### src/sv/crmr_pkg.sv
package crmr_pkg;

  // configuration of the id layout and storage
  localparam int SOURCES      = 16;
  localparam int SEQ_SHIFT    = 7;
  localparam int SOURCE_SHIFT = 0;
  localparam int SOURCE_BITS  = 4;
  localparam int MAX_WORDS    = 32;

  // field widths
  localparam int FID_W   = 29;
  localparam int CNT_W   = 4;
  localparam int DATA_W  = 64;
  localparam int ID_W    = 22;
  localparam int LEFT_W  = 6;
  localparam int LEN_W   = 7;
  localparam int WORDS_W = 6;
  localparam int IDX_W   = $clog2(MAX_WORDS);
  localparam int SRC_W   = SOURCE_BITS;
  localparam int DEPTH   = SOURCES * MAX_WORDS;
  localparam int ADDR_W  = $clog2(DEPTH);

  // id bit that is clear on the first frame of a message
  localparam int FIRST_BIT = LEFT_W;

  // completed message handed from front to back
  typedef struct packed {
    logic [SRC_W-1:0] src;
    logic [ID_W-1:0]  msg_id;
    logic [LEN_W-1:0] len;
  } job_t;

  typedef struct packed {
    logic valid;
    job_t job;
  } push_t;

  // back end finished reading a source's words
  typedef struct packed {
    logic             valid;
    logic [SRC_W-1:0] src;
  } release_t;

  // word address of a slot entry
  function automatic logic [ADDR_W-1:0] word_addr(logic [SRC_W-1:0] src,
                                                  logic [IDX_W-1:0] idx);
    return ADDR_W'(int'(src) * MAX_WORDS + int'(idx));
  endfunction

endpackage

### src/sv/crmr_queue.sv
module crmr_queue (
  input  logic            clk_i,
  input  logic            rst_ni,
  input  crmr_pkg::push_t push_i,
  output logic            full_o,
  input  logic            pop_i,
  output logic            empty_o,
  output crmr_pkg::job_t  head_o
);

  crmr_pkg::job_t mem_q [2];
  logic           wr_q;
  logic           rd_q;
  logic [1:0]     cnt_q;

  assign full_o  = cnt_q == 2'd2;
  assign empty_o = cnt_q == 2'd0;
  assign head_o  = mem_q[rd_q];

  // two entry job queue
  always_ff @(posedge clk_i or negedge rst_ni) begin
    if (!rst_ni) begin
      wr_q  <= 1'b0;
      rd_q  <= 1'b0;
      cnt_q <= 2'd0;
    end else begin
      if (push_i.valid) begin
        wr_q <= !wr_q;
      end
      if (pop_i) begin
        rd_q <= !rd_q;
      end
      cnt_q <= cnt_q + 2'(push_i.valid) - 2'(pop_i);
    end
  end

  always_ff @(posedge clk_i) begin
    if (push_i.valid) begin
      mem_q[wr_q] <= push_i.job;
    end
  end

endmodule

### config.mk
export PLATFORM = sky130hd
export DESIGN_NAME = crmr_queue
export DESIGN_NICKNAME = d
export VERILOG_FILES = /design/src/sv/crmr_pkg.sv /design/src/sv/crmr_queue.sv
export SDC_FILE = /design/constraint.sdc
export NUM_CORES = 1
export LEC_CHECK = 0
export ABC_AREA = 1
export BUFFER_PORTS_ARGS = -buffer_cell sky130_fd_sc_hd__buf_2
export CAP_MARGIN = 0
export CORE_MARGIN = 2
export CORE_UTILIZATION = 40
export CTS_BUF_LIST = sky130_fd_sc_hd__clkbuf_4
export DETAILED_ROUTE_END_ITERATION = 8
export PLACE_DENSITY = 0.7
export SETUP_SLACK_MARGIN = 0.1
export SYNTH_ARGS = -nofsm -noshare
export SYNTH_HDL_FRONTEND = slang
export SYNTH_SLANG_ARGS = --single-unit
### constraint.sdc
create_clock -name clk_i -period 2.25 [get_ports clk_i]
set_input_delay 0.1125 -clock clk_i [delete_from_list [all_inputs] [get_ports clk_i]]
set_output_delay 0.1125 -clock clk_i [all_outputs]
set_load 0.01 [all_outputs]
==> key figures <==
Outcome
  – Status: completed

Setup path
  – Critical path class: flip-flop to output port
  – CP endpoint kind: output port
  – CP max stage cell: dfrtp_4
  – Critical path, cell by cell: buf_4 -> nand2_1 -> o21ai_0 -> buf_2
  – Max stage delay on crit path: 610 ps
  – Worst setup SP type: flip-flop
  – Crit path required time: 2140 ps
  – CP arrival: 1730 ps
  – CP Max Fanout: 37

Final layout
  – Area of the multi-input gates: 378 µm²
  – Final instance area: 3670 µm²
  – Syn-to-layout area delta: 37.9%
  – Fill cell count: 530
  – Register area: 2090 µm²
  – Final core occ: 0.574
  – Layout net count: 353
  – Diodes inserted: 0
  – Layout cells sized above 1: 0.288

Power and ir drop
  – Clock share of power: 0.246
  – P_int: 2.76 mW
  – Net Switching: 1.27 mW
  – Power density cells: 1100 nW/µm²
  – Flop pwr share: 0.465
  – Combinational share of power: 0.288
  – Sw Share: 0.316
  – Peak supply drop: 808 µV
  – Leak pwr: 1.61 nW

Global routing
  – Antenna violations before repair: 0
  – First-pass GRT wire length: 7.73 mm
  – Vias in the first global route: 1734
  – GRT Util Overall: 0.141
  – GR Overflow Total: 0
  – Largest net degree at the start of global routing: 38

Synth
  – Synth Area in XOR/XNOR: 0.00659
  – Post-synthesis mux area share: 0
  – Post-Synthesis Cells: 197
  – Syn nets: 236
  – Seq cells post-synth: 70
  – Synthesized area per cell: 13.5 µm²
  – Yosys Warn Count: 0
  – Adder-cell share of the synthesized area: 0.00941
  – Synth Area in Simple Gates: 0.0611
  – Sequential share of the synthesized area: 0.783
  – Compound-Gate Fraction of Synth Area: 0.0621
  – Synthesized cell area: 2660 µm²
  – Largest area contributor in the netlist: edfxtp_1
  – Synth top area share: 0.745
  – Count of cell types in the netlist: 13
  – Dominant cells by area after synthesis: edfxtp_1 75%, inv_1 5.6%, o21ai_0 5.6%
  – Largest family of logic cells by synthesized area: buffers and inverters

Routing
  – Number of vias per cell: 4.40
  – Post-route ant nets: 0
  – First-pass DRT Iterations: 4
  – Vias: 1742
  – Per-cell routed wire length: 12.3 µm
  – Initial DRC Count: 67
  – Residual DRC: 0
  – Final WL: 4.87 mm

Timing
  – Slew margin rel.: 0.680
  – Unrepaired setup endpoints after global routing: no
  – Setup violations, final: 0
  – Setup TNS Final: 0 ps
  – Skew final: 12.4 ps
  – Period utilization: 0.819
  – Highest Clock Rate: 0.542 GHz
  – Worst Max-Slew Pin Slew: 479 ps
  – Fin. Hold Viols: 0
  – Final hold slack: 429 ps
  – Max Slew Vio Count: 0
  – Final min period: 1840 ps

CTS
  – TritonCTS buffer count: 9
  – Clock-pin slew on the worst setup and hold paths: 120 ps
  – Clock Sink Count: 70
  – CTS max path bufs: 2
  – Root Driver: clkbuf_4
  – TritonCTS clock tree: built
  – Htree depth: 3
  – Skew-Pair Late Insertion Delay: 400 ps
  – Setup bufs post-CTS: 0

Floorplan
  – Die Area: 7320 µm²
  – Die Ht: 85.6 µm
  – # rows: 29
  – Core area: 6390 µm²
  – Initial core utilization: 0.417
  – IO Pins: 72
  – Die width: 85.6 µm

Place
  – Final HPWL DP: 3.05 mm
  – Placed cell areas: 3110 µm²
  – Gp weighted congestion: 0.685
  – PortBufs: 71

Min path
  – Hold Path Class: input port to flip-flop

Flow run
  – Maxcap violations: 0
-- through the flow --
| stage | total power [mW] | worst slack (ps) | std cells |
|---|---|---|---|
| finish | 4.04 | 406 | 396 |
| global route | 4.30 | 202 | 396 |
| CTS | 4.09 | 298 | 396 |
| detailed placement | 3.04 | 764 | 342 |
| global placement | 3.01 | 781 | 342 |
| floorplan | 2.59 | 560 | 197 |
-- routing by layer --
metal / vias up / part of all wire / global-route usage / routed length, µm
li1: 894 / - / - / -
met1: 794 / 0.42 / 0.163 / 2060
met2: 46 / 0.51 / 0.241 / 2500
met3: 8 / 0.052 / 0.0520 / 253
met4: 0 / 0.013 / 0.0519 / 65
met5: - / 0 / 0 / 0
-- cell families after synthesis --
| family | Yosys count |
|---|---|
| flops | 70 |
| buf+inv | 47 |
| simple gates | 43 |
| compound gates | 33 |
| xor+xnor | 2 |
| fa+ha+maj | 2 |
-- cell usage in the layout, fill, tap and decap left out, drive strengths merged --
master	count
edfxtp	66
clkinv	4
buf	75
dfrtp	4
inv	40
nor2	3
nand3	1
dlygate4sd3	38
clkbuf	9
xor2	2
nand2	39
o21ai	33
bufinv	3
ha	2
-- worst max-delay path: cells and delay by family, from the launching register on --
| kind | cells | cell delay (ps) |
|---|---|---|
| DFF | 1 | 610 |
| and+or+nand+nor | 1 | 80 |
| buffers and inverters | 2 | 530 |
| AOI/OAI and AO/OA | 1 | 90 |
-- final cells by class --
class,count,share of cell area
Multi-Input combinational cell,80,0.103
Inverter,40,0.0409
Timing Repair Buffer,113,0.212
Sequential cell,70,0.569
Clock buffer,9,0.0184
Tap cell,77,0.0263
Clock inverter,7,0.0307
-- power by group through the flow --
stage          clock network [mW]  registers [mW]  logic [mW]
6_report                    0.994            1.88        1.16
5_1_grt                      1.07            1.91        1.32
4_1_cts                      1.02            1.88        1.19
3_5_place_dp                    0            1.91        1.14
3_3_place_gp                    0            1.90        1.11
2_1_floorplan                   0            1.83       0.760
-- state kept, by name, indices dropped and copies added (netlist names) --
register  cells
wr_q          1
cnt_q         2
rd_q          1
mem_q        66
-- final timing paths --
kind                            from           end  slack, ps  cells after the start
min in group asynchronous     rst_ni          rd_q        550                      3
max reg2reg                     wr_q  mem_q[0][32]        790                      2
max in group asynchronous     rst_ni      cnt_q[1]        990                      4
min                        push_i[2]   mem_q[1][2]        430                      2
min reg2reg                     wr_q          wr_q        570                      1
max                             rd_q    head_o[15]        410                      4
-- repair_timing --
action	4_1_cts	5_1_grt
endpoints found under the setup margin	0	1
hold buffers	38	0
endpoints found under the hold margin	73	0
resized for setup	0	1
-- Yosys cell counts --
library cell	count
edfxtp_1	66
buf_2	1
clkbuf_1	2
buf_6	4
nand3_1	1
nor2_1	3
o21ai_1	3
ha_1	2
o21ai_0	30
inv_1	40
dfrtp_1	4
xor2_1	2
nand2_1	39
Power figures use the tool's default switching activity.
