==> src/sv/crmr_pkg.sv <==
package crmr_pkg;

  // configuration of the id layout and storage
  localparam int SOURCES      = 16;
  localparam int SEQ_SHIFT    = 7;
  localparam int SOURCE_SHIFT = 0;
  localparam int SOURCE_BITS  = 4;
  localparam int MAX_WORDS    = 32;

  // field widths
  localparam int FID_W   = 29;
  localparam int CNT_W   = 4;
  localparam int DATA_W  = 64;
  localparam int ID_W    = 22;
  localparam int LEFT_W  = 6;
  localparam int LEN_W   = 7;
  localparam int WORDS_W = 6;
  localparam int IDX_W   = $clog2(MAX_WORDS);
  localparam int SRC_W   = SOURCE_BITS;
  localparam int DEPTH   = SOURCES * MAX_WORDS;
  localparam int ADDR_W  = $clog2(DEPTH);

  // id bit that is clear on the first frame of a message
  localparam int FIRST_BIT = LEFT_W;

  // completed message handed from front to back
  typedef struct packed {
    logic [SRC_W-1:0] src;
    logic [ID_W-1:0]  msg_id;
    logic [LEN_W-1:0] len;
  } job_t;

  typedef struct packed {
    logic valid;
    job_t job;
  } push_t;

  // back end finished reading a source's words
  typedef struct packed {
    logic             valid;
    logic [SRC_W-1:0] src;
  } release_t;

  // word address of a slot entry
  function automatic logic [ADDR_W-1:0] word_addr(logic [SRC_W-1:0] src,
                                                  logic [IDX_W-1:0] idx);
    return ADDR_W'(int'(src) * MAX_WORDS + int'(idx));
  endfunction

endpackage

==> src/sv/crmr_back.sv <==
module crmr_back (
  input  logic                          clk_i,
  input  logic                          rst_ni,
  input  logic                          empty_i,
  input  crmr_pkg::job_t                head_i,
  output logic                          pop_o,
  output crmr_pkg::release_t            release_o,
  output logic                          re_o,
  output logic [crmr_pkg::ADDR_W-1:0]   raddr_o,
  input  logic [crmr_pkg::DATA_W-1:0]   rdata_i,
  output logic                          result_valid_o,
  output logic [crmr_pkg::ID_W-1:0]     message_id_o,
  output logic [crmr_pkg::WORDS_W-1:0]  message_words_o,
  output logic [crmr_pkg::IDX_W-1:0]    word_index_o,
  output logic [crmr_pkg::DATA_W-1:0]   payload_word_o,
  output logic                          last_word_o
);

  logic                       active_q;
  logic [crmr_pkg::IDX_W-1:0] k_q;
  crmr_pkg::job_t             job_q;
  logic                       last_issue;

  // output stage, aligned with the registered read data
  logic                       p_valid_q;
  logic [crmr_pkg::IDX_W-1:0] p_idx_q;
  logic                       p_last_q;
  logic [crmr_pkg::ID_W-1:0]  p_id_q;
  logic [crmr_pkg::LEN_W-1:0] p_len_q;

  assign last_issue = (crmr_pkg::LEN_W'(k_q) + crmr_pkg::LEN_W'(1)) == job_q.len;
  assign pop_o      = !active_q && !empty_i;

  // one word read per cycle
  assign re_o    = active_q;
  assign raddr_o = crmr_pkg::word_addr(job_q.src, k_q);

  // source may take new frames once its last word is read
  assign release_o.valid = active_q && last_issue;
  assign release_o.src   = job_q.src;

  // read-out sequencer
  always_ff @(posedge clk_i or negedge rst_ni) begin
    if (!rst_ni) begin
      active_q <= 1'b0;
      k_q      <= '0;
    end else if (pop_o) begin
      active_q <= 1'b1;
      k_q      <= '0;
    end else if (active_q) begin
      active_q <= !last_issue;
      k_q      <= k_q + crmr_pkg::IDX_W'(1);
    end
  end

  always_ff @(posedge clk_i) begin
    if (pop_o) begin
      job_q <= head_i;
    end
  end

  // result strobe
  always_ff @(posedge clk_i or negedge rst_ni) begin
    if (!rst_ni) begin
      p_valid_q <= 1'b0;
    end else begin
      p_valid_q <= active_q;
    end
  end

  always_ff @(posedge clk_i) begin
    p_idx_q  <= k_q;
    p_last_q <= last_issue;
    p_id_q   <= job_q.msg_id;
    p_len_q  <= job_q.len;
  end

  assign result_valid_o  = p_valid_q;
  assign message_id_o    = p_id_q;
  assign message_words_o = p_len_q[crmr_pkg::WORDS_W-1:0];
  assign word_index_o    = p_idx_q;
  assign payload_word_o  = rdata_i;
  assign last_word_o     = p_last_q;

endmodule

==> config.mk <==
export PLATFORM = sky130hd
export DESIGN_NAME = crmr_back
export DESIGN_NICKNAME = d
export VERILOG_FILES = /design/src/sv/crmr_pkg.sv /design/src/sv/crmr_back.sv
export SDC_FILE = /design/constraint.sdc
export NUM_CORES = 1
export LEC_CHECK = 0
export BUFFER_PORTS_ARGS = -buffer_cell sky130_fd_sc_hd__buf_2
export CORE_MARGIN = 3
export CORE_UTILIZATION = 35
export DETAILED_ROUTE_END_ITERATION = 8
export PLACE_DENSITY = 0.73
export SETUP_SLACK_MARGIN = 0.1
export SYNTH_ARGS = -nofsm -noshare
export SYNTH_HDL_FRONTEND = slang
export SYNTH_SLANG_ARGS = --single-unit
==> constraint.sdc <==
create_clock -name clk_i -period 6.2 [get_ports clk_i]
set_clock_uncertainty 0.1 [all_clocks]
set_input_delay 0.93 -clock clk_i [delete_from_list [all_inputs] [get_ports clk_i]]
set_output_delay 0.93 -clock clk_i [all_outputs]
set_load 0.02 [all_outputs]
==> metrics.md <==
| Metric | Value |
|---|---|
| Most frequent cells in the layout | `buf_2, dfxtp_1, edfxtp_1` |
| CP cell instances | `ha_1 -> xor2_1 -> nor3_2 -> nand4b_1 -> nor3_1 -> buf_2` |
| Post-layout min period | `between 3 and 4 ns` |
| FMAX | `approximately 330 MHz` |
| DRT iter0 DRCs | `31` |
| Crit path DAT | `2.05 ns` |
| Core Region | `7331 sq um` |
| RSZ-0062 raised after global routing | `no` |
| Crit path launch type | `flip-flop` |
| Crit share post-route | `0.4963` |
| Share of the yosys chip area belonging to registers | `0.6926` |
| Critical path required time | `~5.2 ns` |
| Crit path launch | `k_q[0]` |
| Worst-Skew Late Latency | `approximately 0.33 ns` |
| Rows | `31` |
| Max cap viols | `0` |
| CTS Hold Buffers Added | `0` |
| CTS buffer count | `9` |
| Avg Inst Size Synth | `roughly 14 sq um` |
| Setup TNS | `0 ns` |
| Reg2Reg Depth | `5` |
| Number of synthesis warnings | `0` |
| Synth cell types | `25` |
| CP max FO | `8` |
| First-pass GRT wire length | `about 6600 um` |
| Initial antenna violation count | `0` |
| Min-delay worst type | `flip-flop to flip-flop` |
| Adder-Cell Fraction of Synth Area | `0.004693` |
| Total GRT Usage | `0.1021` |
| Root buffer cell | `clkbuf_8` |
| Top Family by Delay on Critical Path | `simple AND/OR/NAND/NOR gates` |
| Commonest non-fill, non-tap cell in the layout | `buf_2` |
| R2r setup slk | `4.37 ns` |
| Clock Path Buffers | `2` |
| Total wire length | `~4400 um` |
| Vias per cell | `between 4 and 5` |
| Via count | `roughly 1,300` |
| Nets | `approximately 320` |
| Initial Utilization | `0.3637` |
| Post-Syn Area | `2666 sq um` |
| Pwr per Cell Area | `between 400 and 500 nW/um^2` |
| Gate Count Post-Synth | `191` |
| Largest family of logic cells by synthesized area | `buffers and inverters` |
| Fillers | `between 600 and 700` |
| Critical Path Slowest Stage Cell | `dfrtp_1` |
| Clock tree from TritonCTS | `done` |
| Largest net degree at the start of global routing | `35` |
| Die ar. | `about 8700 sq um` |
| Die H | `about 93 um` |
| DP Wirelength | `3180 um` |
| Vias in the first global route | `1,298` |
| Layout cells sized above 1 | `0.4751` |
| Setup crit end | `release_o[4]` |
| Overflow after GRT | `0` |
| Routed Antenna Nets | `0` |
| Overall power | `roughly 1.3 mW` |
| Routability cong. | `roughly 0.66` |
| Buf/Inv on CP | `1` |
| Mapped Nets | `292` |
| Synth Area in Compound Gates | `0.01924` |
| Mux share of post-synthesis cell area | `0.003754` |
| DR WL/cell | `approximately 14 um` |
| Final Setup Violations | `0` |
| DRC violations left | `0` |
| CP endpoint kind | `primary output` |
| Delay of the slowest cell on the worst path | `between 0.4 and 0.5 ns` |
| Die Width | `approximately 93 um` |
| Port Buffers | `86` |
| Worst setup path class | `flip-flop to primary output` |
| Area delta synth->final | `10.04%` |
| Slew margin rel. | `0.6999` |
| # diodes | `0` |
| Max rail drop VDD | `roughly 0.15 mV` |
| CTS Sinks | `74` |
| Seq cells post-synth | `74` |
| Synth Area in XOR/XNOR | `0.02628` |
| Clock slew at reported path FFs | `approximately 0.080 ns` |
| Levels on crit path | `6` |
| IO Count | `approximately 220` |
| Worst Max-Slew Pin Slew | `around 0.45 ns` |
| Outcome | `finished, final reports clean` |
| 1st-pass router iterations | `4` |
| H-tree depth | `3` |
| Leakage | `about 1.2 nW` |
| Number of setup buffers added after CTS | `0` |
| Simple-Gate Fraction of Synth Area | `0.04505` |
| Crit Reg-Reg Startpoint | `k_q[0]` |
| Reg2Reg Capture Point | `re_o` |
| Post-CTS resize count | `0` |
| Fin. max-slew vios | `0` |
| Final hold vios | `0` |
## cell families (layout without fill, tap and decap cells)
group,count (synthesis),in the layout
fa+ha+maj,1,1
mux,1,1
simple gates,22,22
xor+xnor,8,8
compound gates,9,9
flops,74,74
buf+inv,76,106
## cell usage after synthesis
cell type	instances	area, sq um
o31a_1	1	8.760
o21ai_1	1	5.000
edfxtp_1	33	991.0
nor2b_1	1	6.260
clkbuf_1	1	3.750
nand3b_1	1	7.510
dfrtp_1	7	175.2
inv_1	3	11.26
nand3_2	1	10.01
mux2i_1	1	10.01
xor2_1	3	26.28
nand2_1	8	30.03
nor3_2	1	10.01
nor3_1	2	10.01
nand3_1	1	5.000
nand4_1	1	6.260
dfxtp_1	34	680.7
nand4bb_1	1	11.26
xnor2_1	5	43.79
o211ai_1	1	7.510
ha_1	1	12.51
nor2_1	4	15.01
buf_4	72	540.5
nand4b_1	1	8.760
o21ai_0	6	30.03
## sequential cells by signal, indices dropped and copies added, names as in the netlist
signal,cells
job_q,29
k_q,5
last_word_o,1
message_id_o,22
p_len_q,6
re_o,1
release_o,4
result_valid_o,1
word_index_o,5
## how the worst min path moves through the flow
stage	startpoint	endpoint	slack, ns	cells past startpoint
final	job_q[8]	message_id_o[1]	0.24	0
after CTS	job_q[24]	message_id_o[17]	0.25	0
after global placement	job_q[21]	message_id_o[14]	0.22	0
after floorplan	job_q[7]	message_id_o[0]	0.22	0
after detailed placement	job_q[20]	message_id_o[13]	0.23	0
after global routing	job_q[25]	message_id_o[18]	0.25	0
## report_power, final
group / internal, mW / switching [mW] / total [mW]
clock: 0.270 / 0.170 / 0.440
sequential: 0.560 / 0.0470 / 0.607
combinational: 0.0865 / 0.128 / 0.215
## stage by stage
step                      hold slack [ns]    util  setup WS (ns)  area [sq um]  cells
final                              0.2423  0.4002          3.123          2934    320
after global routing               0.2506  0.4002          2.968          2934    320
after CTS                          0.2455  0.4002          3.060          2934    320
after detailed placement           0.2269  0.3671          3.349          2691    304
after global placement             0.2241  0.3671          3.376          2691    304
after floorplan                    0.2233       -          2.596          2666    191
## final cells by class
class                   instances  area (sq um)  share of cell area
flip-flops and latches         74          1847              0.6294
repair buffers                 87         437.9              0.1493
multi-input cells              41         271.5             0.09254
clock inverters                 6         115.1             0.03923
clock buffers                  10         127.6             0.04350
well taps                      99         123.9             0.04222
inverters                       3         11.26            0.003838
## metal layers
| metal | vias to the layer above | share of wire | routed length (um) | track usage |
|---|---|---|---|---|
| met5 | - | 0 | 0 | 0 |
| met4 | 0 | 0.031 | 133 | 0.06227 |
| met3 | 17 | 0.11 | 476 | 0.05953 |
| met2 | 77 | 0.45 | 1972 | 0.1423 |
| met1 | 598 | 0.41 | 1770 | 0.1198 |
| li1 | 612 | - | - | - |
Power figures use the tool's default switching activity.
