===== src/sv/crmr_pkg.sv =====
package crmr_pkg;

  // configuration of the id layout and storage
  localparam int SOURCES      = 16;
  localparam int SEQ_SHIFT    = 7;
  localparam int SOURCE_SHIFT = 0;
  localparam int SOURCE_BITS  = 4;
  localparam int MAX_WORDS    = 32;

  // field widths
  localparam int FID_W   = 29;
  localparam int CNT_W   = 4;
  localparam int DATA_W  = 64;
  localparam int ID_W    = 22;
  localparam int LEFT_W  = 6;
  localparam int LEN_W   = 7;
  localparam int WORDS_W = 6;
  localparam int IDX_W   = $clog2(MAX_WORDS);
  localparam int SRC_W   = SOURCE_BITS;
  localparam int DEPTH   = SOURCES * MAX_WORDS;
  localparam int ADDR_W  = $clog2(DEPTH);

  // id bit that is clear on the first frame of a message
  localparam int FIRST_BIT = LEFT_W;

  // completed message handed from front to back
  typedef struct packed {
    logic [SRC_W-1:0] src;
    logic [ID_W-1:0]  msg_id;
    logic [LEN_W-1:0] len;
  } job_t;

  typedef struct packed {
    logic valid;
    job_t job;
  } push_t;

  // back end finished reading a source's words
  typedef struct packed {
    logic             valid;
    logic [SRC_W-1:0] src;
  } release_t;

  // word address of a slot entry
  function automatic logic [ADDR_W-1:0] word_addr(logic [SRC_W-1:0] src,
                                                  logic [IDX_W-1:0] idx);
    return ADDR_W'(int'(src) * MAX_WORDS + int'(idx));
  endfunction

endpackage


===== src/sv/crmr_front.sv =====
module crmr_front (
  input  logic                            clk_i,
  input  logic                            rst_ni,
  input  logic                            start_i,
  output logic                            busy_o,
  input  logic [crmr_pkg::FID_W-1:0]      frame_id_i,
  input  logic [crmr_pkg::CNT_W-1:0]      byte_count_i,
  input  logic [crmr_pkg::DATA_W-1:0]     frame_data_i,
  input  logic                            q_full_i,
  output crmr_pkg::push_t                 push_o,
  input  crmr_pkg::release_t              release_i,
  output logic                            we_o,
  output logic [crmr_pkg::ADDR_W-1:0]     waddr_o,
  output logic [crmr_pkg::DATA_W-1:0]     wdata_o
);

  // held frame
  logic                        held_q;
  logic [crmr_pkg::FID_W-1:0]  fid_q;
  logic [crmr_pkg::CNT_W-1:0]  cnt_q;
  logic [crmr_pkg::DATA_W-1:0] data_q;

  // per source slot state
  logic [crmr_pkg::ID_W-1:0]  slot_id_q  [crmr_pkg::SOURCES];
  logic [crmr_pkg::LEN_W-1:0] slot_len_q [crmr_pkg::SOURCES];
  logic [crmr_pkg::LEN_W-1:0] slot_rec_q [crmr_pkg::SOURCES];
  logic [crmr_pkg::SOURCES-1:0] slot_act_q;
  // sources whose words are queued or being read out
  logic [crmr_pkg::SOURCES-1:0] lock_q;

  logic [crmr_pkg::SRC_W-1:0]  src;
  logic [crmr_pkg::ID_W-1:0]   msg;
  logic                        in_range;
  logic                        can_go;
  logic                        proc;
  logic                        first;
  logic [crmr_pkg::LEFT_W-1:0] left;
  logic [crmr_pkg::LEN_W-1:0]  left1;
  logic [crmr_pkg::LEN_W-1:0]  len_cur;
  logic [crmr_pkg::LEN_W-1:0]  rec_cur;
  logic                        act;
  logic [crmr_pkg::LEN_W-1:0]  idx;
  logic                        store;
  logic [crmr_pkg::LEN_W-1:0]  rec_new;
  logic                        complete;
  logic [crmr_pkg::DATA_W-1:0] masked;

  assign busy_o = held_q;

  // decode the held frame
  assign src      = fid_q[crmr_pkg::SEQ_SHIFT+crmr_pkg::SOURCE_SHIFT +: crmr_pkg::SRC_W];
  assign msg      = fid_q[crmr_pkg::SEQ_SHIFT +: crmr_pkg::ID_W];
  assign in_range = {1'b0, src} < (crmr_pkg::SRC_W+1)'(crmr_pkg::SOURCES);
  assign first    = !fid_q[crmr_pkg::FIRST_BIT];
  assign left     = ~fid_q[crmr_pkg::LEFT_W-1:0];
  assign left1    = {1'b0, left} + crmr_pkg::LEN_W'(1);

  // wait while the source is still read out or the queue has no room
  assign can_go = held_q && (!in_range || (!lock_q[src] && !q_full_i));
  assign proc   = can_go && in_range;

  // slot view after a first frame reopens it
  assign len_cur = first ? left1 : slot_len_q[src];
  assign rec_cur = first ? '0 : slot_rec_q[src];
  assign act     = first || slot_act_q[src];
  assign idx     = len_cur - left1;
  assign store   = act && (len_cur >= left1) && (idx == rec_cur) &&
                   (idx < crmr_pkg::LEN_W'(crmr_pkg::MAX_WORDS));
  assign rec_new  = rec_cur + crmr_pkg::LEN_W'(store);
  assign complete = act && (rec_new == len_cur) && (rec_new != '0);

  // clear bytes beyond the byte count
  always_comb begin
    for (int b = 0; b < 8; b++) begin
      masked[b*8 +: 8] = (crmr_pkg::CNT_W'(b) < cnt_q) ? data_q[b*8 +: 8] : 8'h00;
    end
  end

  assign we_o    = proc && store;
  assign waddr_o = crmr_pkg::word_addr(src, idx[crmr_pkg::IDX_W-1:0]);
  assign wdata_o = masked;

  // completed message goes to the queue
  assign push_o.valid      = proc && complete;
  assign push_o.job.src    = src;
  assign push_o.job.msg_id = first ? msg : slot_id_q[src];
  assign push_o.job.len    = len_cur;

  // frame holding register
  always_ff @(posedge clk_i or negedge rst_ni) begin
    if (!rst_ni) begin
      held_q <= 1'b0;
    end else if (start_i && !held_q) begin
      held_q <= 1'b1;
    end else if (can_go) begin
      held_q <= 1'b0;
    end
  end

  always_ff @(posedge clk_i) begin
    if (start_i && !held_q) begin
      fid_q  <= frame_id_i;
      cnt_q  <= byte_count_i;
      data_q <= frame_data_i;
    end
  end

  // slot table update
  always_ff @(posedge clk_i or negedge rst_ni) begin
    if (!rst_ni) begin
      for (int s = 0; s < crmr_pkg::SOURCES; s++) begin
        slot_id_q[s]  <= '0;
        slot_len_q[s] <= '0;
        slot_rec_q[s] <= '0;
      end
      slot_act_q <= '0;
    end else if (proc) begin
      if (first) begin
        slot_id_q[src] <= msg;
      end
      slot_rec_q[src] <= act ? rec_new : slot_rec_q[src];
      if (complete) begin
        slot_act_q[src] <= 1'b0;
        slot_len_q[src] <= '0;
      end else begin
        slot_act_q[src] <= act;
        slot_len_q[src] <= len_cur;
      end
    end
  end

  // read-out locks
  always_ff @(posedge clk_i or negedge rst_ni) begin
    if (!rst_ni) begin
      lock_q <= '0;
    end else begin
      if (release_i.valid) begin
        lock_q[release_i.src] <= 1'b0;
      end
      if (push_o.valid) begin
        lock_q[src] <= 1'b1;
      end
    end
  end

endmodule


===== config.mk =====
export PLATFORM = sky130hd
export DESIGN_NAME = crmr_front
export DESIGN_NICKNAME = d
export VERILOG_FILES = /design/src/sv/crmr_pkg.sv /design/src/sv/crmr_front.sv
export SDC_FILE = /design/constraint.sdc
export NUM_CORES = 1
export LEC_CHECK = 0
export BUFFER_PORTS_ARGS = -buffer_cell sky130_fd_sc_hd__buf_2
export CAP_MARGIN = 30
export CELL_PAD_IN_SITES_DETAIL_PLACEMENT = 1
export CELL_PAD_IN_SITES_GLOBAL_PLACEMENT = 1
export CORE_MARGIN = 2
export CORE_UTILIZATION = 40
export CTS_CLUSTER_DIAMETER = 150
export DETAILED_ROUTE_END_ITERATION = 6
export PLACE_DENSITY_LB_ADDON = 0.08
export SLEW_MARGIN = 25
export SYNTH_ARGS = -nofsm -noshare
export SYNTH_HDL_FRONTEND = slang
export SYNTH_SLANG_ARGS = --single-unit

===== constraint.sdc =====
create_clock -name clk_i -period 14.3 [get_ports clk_i]
set_input_delay 1.43 -clock clk_i [delete_from_list [all_inputs] [get_ports clk_i]]
set_output_delay 1.43 -clock clk_i [all_outputs]
set_load 0.05 [all_outputs]

==> run summary <==
The tools report the number of standard cells after synthesis as 2300. Cells with a size suffix above 1 make up 41.1% of the layout. The flow ran to the end, and the final reports show no timing, DRC or antenna violations.

The library cell used most frequently in the layout, excluding fill and tap cells, is sky130_fd_sc_hd__dfrtp_1. Relative to the synthesized area, the layout overhead comes to 15.4%. The clock transition at the register clock pins on the worst setup and hold paths after CTS works out to 60 ps.

For the maximum number of pins on one net before global-route repair, the log shows 163. For this design, the slowest cell found on the critical path is sky130_fd_sc_hd__and3_4. For this run, the number of Yosys warnings is 0.

The total count of max-transition violations in the final report is 0, and the share of synthesized flip-flops with an asynchronous set or reset is 86.3%. The measured slew at the worst slew-check pin is 1010 ps. The number of H-tree branching levels was 3; the height of the die was 288 um. The root buffer cell is sky130_fd_sc_hd__clkbuf_16. Once detail routing completed, the nets flagged for antenna violations numbered 0.

Clock tree synthesis found a total of 706 sinks. The initial core utilization was 40.2%. TritonCTS built the clock tree. Category of the most critical setup path: reg2out. Number of max-cap violations: 0. For the global placement routability congestion, the log shows 0.833. By area the synthesized netlist is led by sky130_fd_sc_hd__dfrtp_1, sky130_fd_sc_hd__mux4_2, sky130_fd_sc_hd__mux2_2. After detailed routing, the number of vias per cell comes to 5.54. Setup repair after global routing left no endpoint under its margin.

In this run the tool buffered the top-level ports with 214 buffer cells. Before CTS, the worst setup slack after placement is 4360 ps. The via count of the first global-routing pass is 21900, and the peak fanout along the critical path is 50. The largest clock skew in the final design was 27.9 ps; the clock latency reported for the late side of the worst-skew pair was 640 ps. The run gives 19900 as the count of vias placed by the detailed router. For this block, the initial DRC count from the detailed router was 1047.

The number of distinct library cells after synthesis was 62. The count of state elements after synthesis was 706; the portion of the post-synthesis area used by sequential elements was 56.4%. In the layout the commonest cells are sky130_fd_sc_hd__dfrtp_1, sky130_fd_sc_hd__mux2_2, sky130_fd_sc_hd__nand2_1. The number of I/O pins was 215; the number of antenna violations at the first check in global routing was 4. Final net count: 2586. The final critical path takes up 73.7% of the cycle. The number of nets in the synthesized netlist is 2417. The tools report the post-layout total power as 5920 uW.

The critical path endpoint category was an output pin. The minimum period implied by the final worst setup slack is 10540 ps. VDD sags by at most 0.0976 mV. The tightest min-delay check is of the reg2reg type. The predominant post-synthesis flop cell is sky130_fd_sc_hd__dfrtp_1.

After detailed routing, the number of remaining DRC violations is 0. The die is 288 um wide. The repair_antennas step left the layout with diodes totalling 0. The cell taking the most area after synthesis is sky130_fd_sc_hd__dfrtp_1. The most prevalent standard cell on the critical path was sky130_fd_sc_hd__ha_1. The setup check on the worst reg-to-reg path leaves a slack of 5040 ps. Dividing the detail-routed wire length by the instance count gives 26.2 um. The first global-routing pass estimated 144000 um of wire. The summed instance area of the synthesized netlist was 32200 um2. The sum of overflow across all layers after global routing came out at 0. For the data required time of the critical path, the log shows 12870 ps.

The post-cts resize count came out at 0. After layout, the worst setup slack is 3760 ps. The overall track demand over capacity in global routing came out at 23.3%.

The final layout contains routed wiring with a total length of 94400 um. Summed over all nets, the half-perimeter wirelength after detailed placement is 56600 um. In this run the post-CTS setup repair buffer count came out at 0. The share of synthesized area in the top cell type comes to 47.3%.

Each instance of the synthesized netlist takes up on average 14.0 um2. Setup total negative slack on the finished layout was measured at 0 ps. The tools report the number of clock buffers inserted by TritonCTS as 81. The floorplan has 104 rows.

The arrival time reported for the critical path endpoint came out at 9110 ps. The tools report the type of element launching the critical path as a flip-flop. Timing would allow up to 94.9 MHz. The core outline area is 80200 um2, and the area of the die is 82800 um2. The iteration count of the initial detailed-routing pass is 5, and the power density normalized to cell area is 159 nW/um2.

In this run the static leakage power is 0.0165 uW. Setup violations remaining at the end of the flow were counted as 0. In this run the tightest slew margin relative to its limit is 32.8%. For the final number of hold-violating endpoints, the log shows 0. In this run, synthesis inferred 97 flip-flops with an integrated enable.

The stage delay of the slowest cell on the critical path is 770 ps, and the final core utilization is 46.4%. No sink is reached through more buffers than the 3 on the longest clock path. The run gives 0 as the post-cts hold buffer count.
==> critical path, delay by kind of cell (launching register included) <==
family / cells / cell delay (ps)
XOR/XNOR: 1 / 170
flip-flops: 1 / 390
adder cells (fa/ha/maj): 3 / 730
AND/OR/NAND/NOR: 10 / 2830
AO/OA/AOI/OAI: 7 / 1860
multiplexers: 2 / 710
buffers and inverters: 5 / 1700
==> cell usage after synthesis (all sizes together) (3+ instances only) <==
master,n
a21o,4
a21oi,14
a22o,4
a22oi,4
a31oi,4
and2,20
and3,4
buf,106
clkbuf,82
dfrtp,609
edfxtp,97
ha,10
inv,29
mux2,346
mux2i,25
mux4,171
nand2,247
nand2b,8
nand3,18
nand3b,4
nor2,53
nor2b,91
nor3,15
nor4,4
o21a,3
o21ai,129
o22ai,9
o31ai,114
or2,34
or3,3
xnor2,10
xor2,6
==> logic make-up after synthesis <==
| logic type | after synthesis | synth area share [%] |
|---|---|---|
| buffers and inverters | 217 | 3.23 |
| AOI/OAI and AO/OA | 300 | 7.10 |
| adders and majority gates | 11 | 0.451 |
| DFF | 706 | 56.4 |
| muxes | 542 | 24.8 |
| and+or+nand+nor | 508 | 7.58 |
| xor gates and xnor gates | 16 | 0.435 |
==> metal layers <==
layer / GRT usage (%) / vias to the layer above / part of all wire, %
met1: 31.6 / 10800 / 45
met4: 5.31 / 4 / 2.1
met2: 39.5 / 249 / 50
met3: 3.67 / 129 / 3.0
met5: 0 / - / 0.036
li1: - / 8698 / -
==> state kept, by name, indices dropped and copies added, names as in the netlist <==
register and count:
slot_id_q 352, busy_o 1, slot_len_q 112, lock_q 16, slot_rec_q 112, slot_act_q 16, fid_q 29, cnt_q 4
data_q 64
==> cell type report <==
type                            instances  area (um2)
Clock buffer                          124        2350
Timing Repair Buffer                  274        1770
Multi-Input combinational cell       1377       13200
Clock inverter                         27         293
Fill cell                            8100       43000
Inverter                               29         110
Sequential cell                       706       18200
Tap cell                             1060        1330
==> path summary, 6_finish.rpt <==
check / from / endpoint / cells after the start
worst max-delay path: fid_q[7]$_DFFE_PP_ / push_o[33] / 28
worst min-delay path: slot_id_q[265]$_DFFE_PN0P_ / slot_id_q[265]$_DFFE_PN0P_ / 1
worst max register to register: fid_q[7]$_DFFE_PP_ / slot_len_q[30]$_DFFE_PN0P_ / 28
worst min register to register: slot_id_q[265]$_DFFE_PN0P_ / slot_id_q[265]$_DFFE_PN0P_ / 1
max in group asynchronous: rst_ni / slot_id_q[346]$_DFFE_PN0P_ / 5
min in group asynchronous: rst_ni / slot_rec_q[92]$_DFFE_PN0P_ / 1
==> where the power goes <==
| group | switching, uW | total, uW | internal [uW] | leakage [uW] |
|---|---|---|---|---|
| Clock | 854 | 2060 | 1210 | 0.00130 |
| Sequential | 209 | 2640 | 2430 | 0.00905 |
| Combinational | 665 | 1220 | 553 | 0.00619 |
==> metrics by stage <==
step	instance area, um2	std cells	hold WS [ps]
finish	37200	3597	462
floorplan	32200	2300	434
CTS	37100	3592	465
global route	37200	3597	471
detailed placement	34400	3441	451
global placement	34200	3432	445
Power figures use the tool's default switching activity.
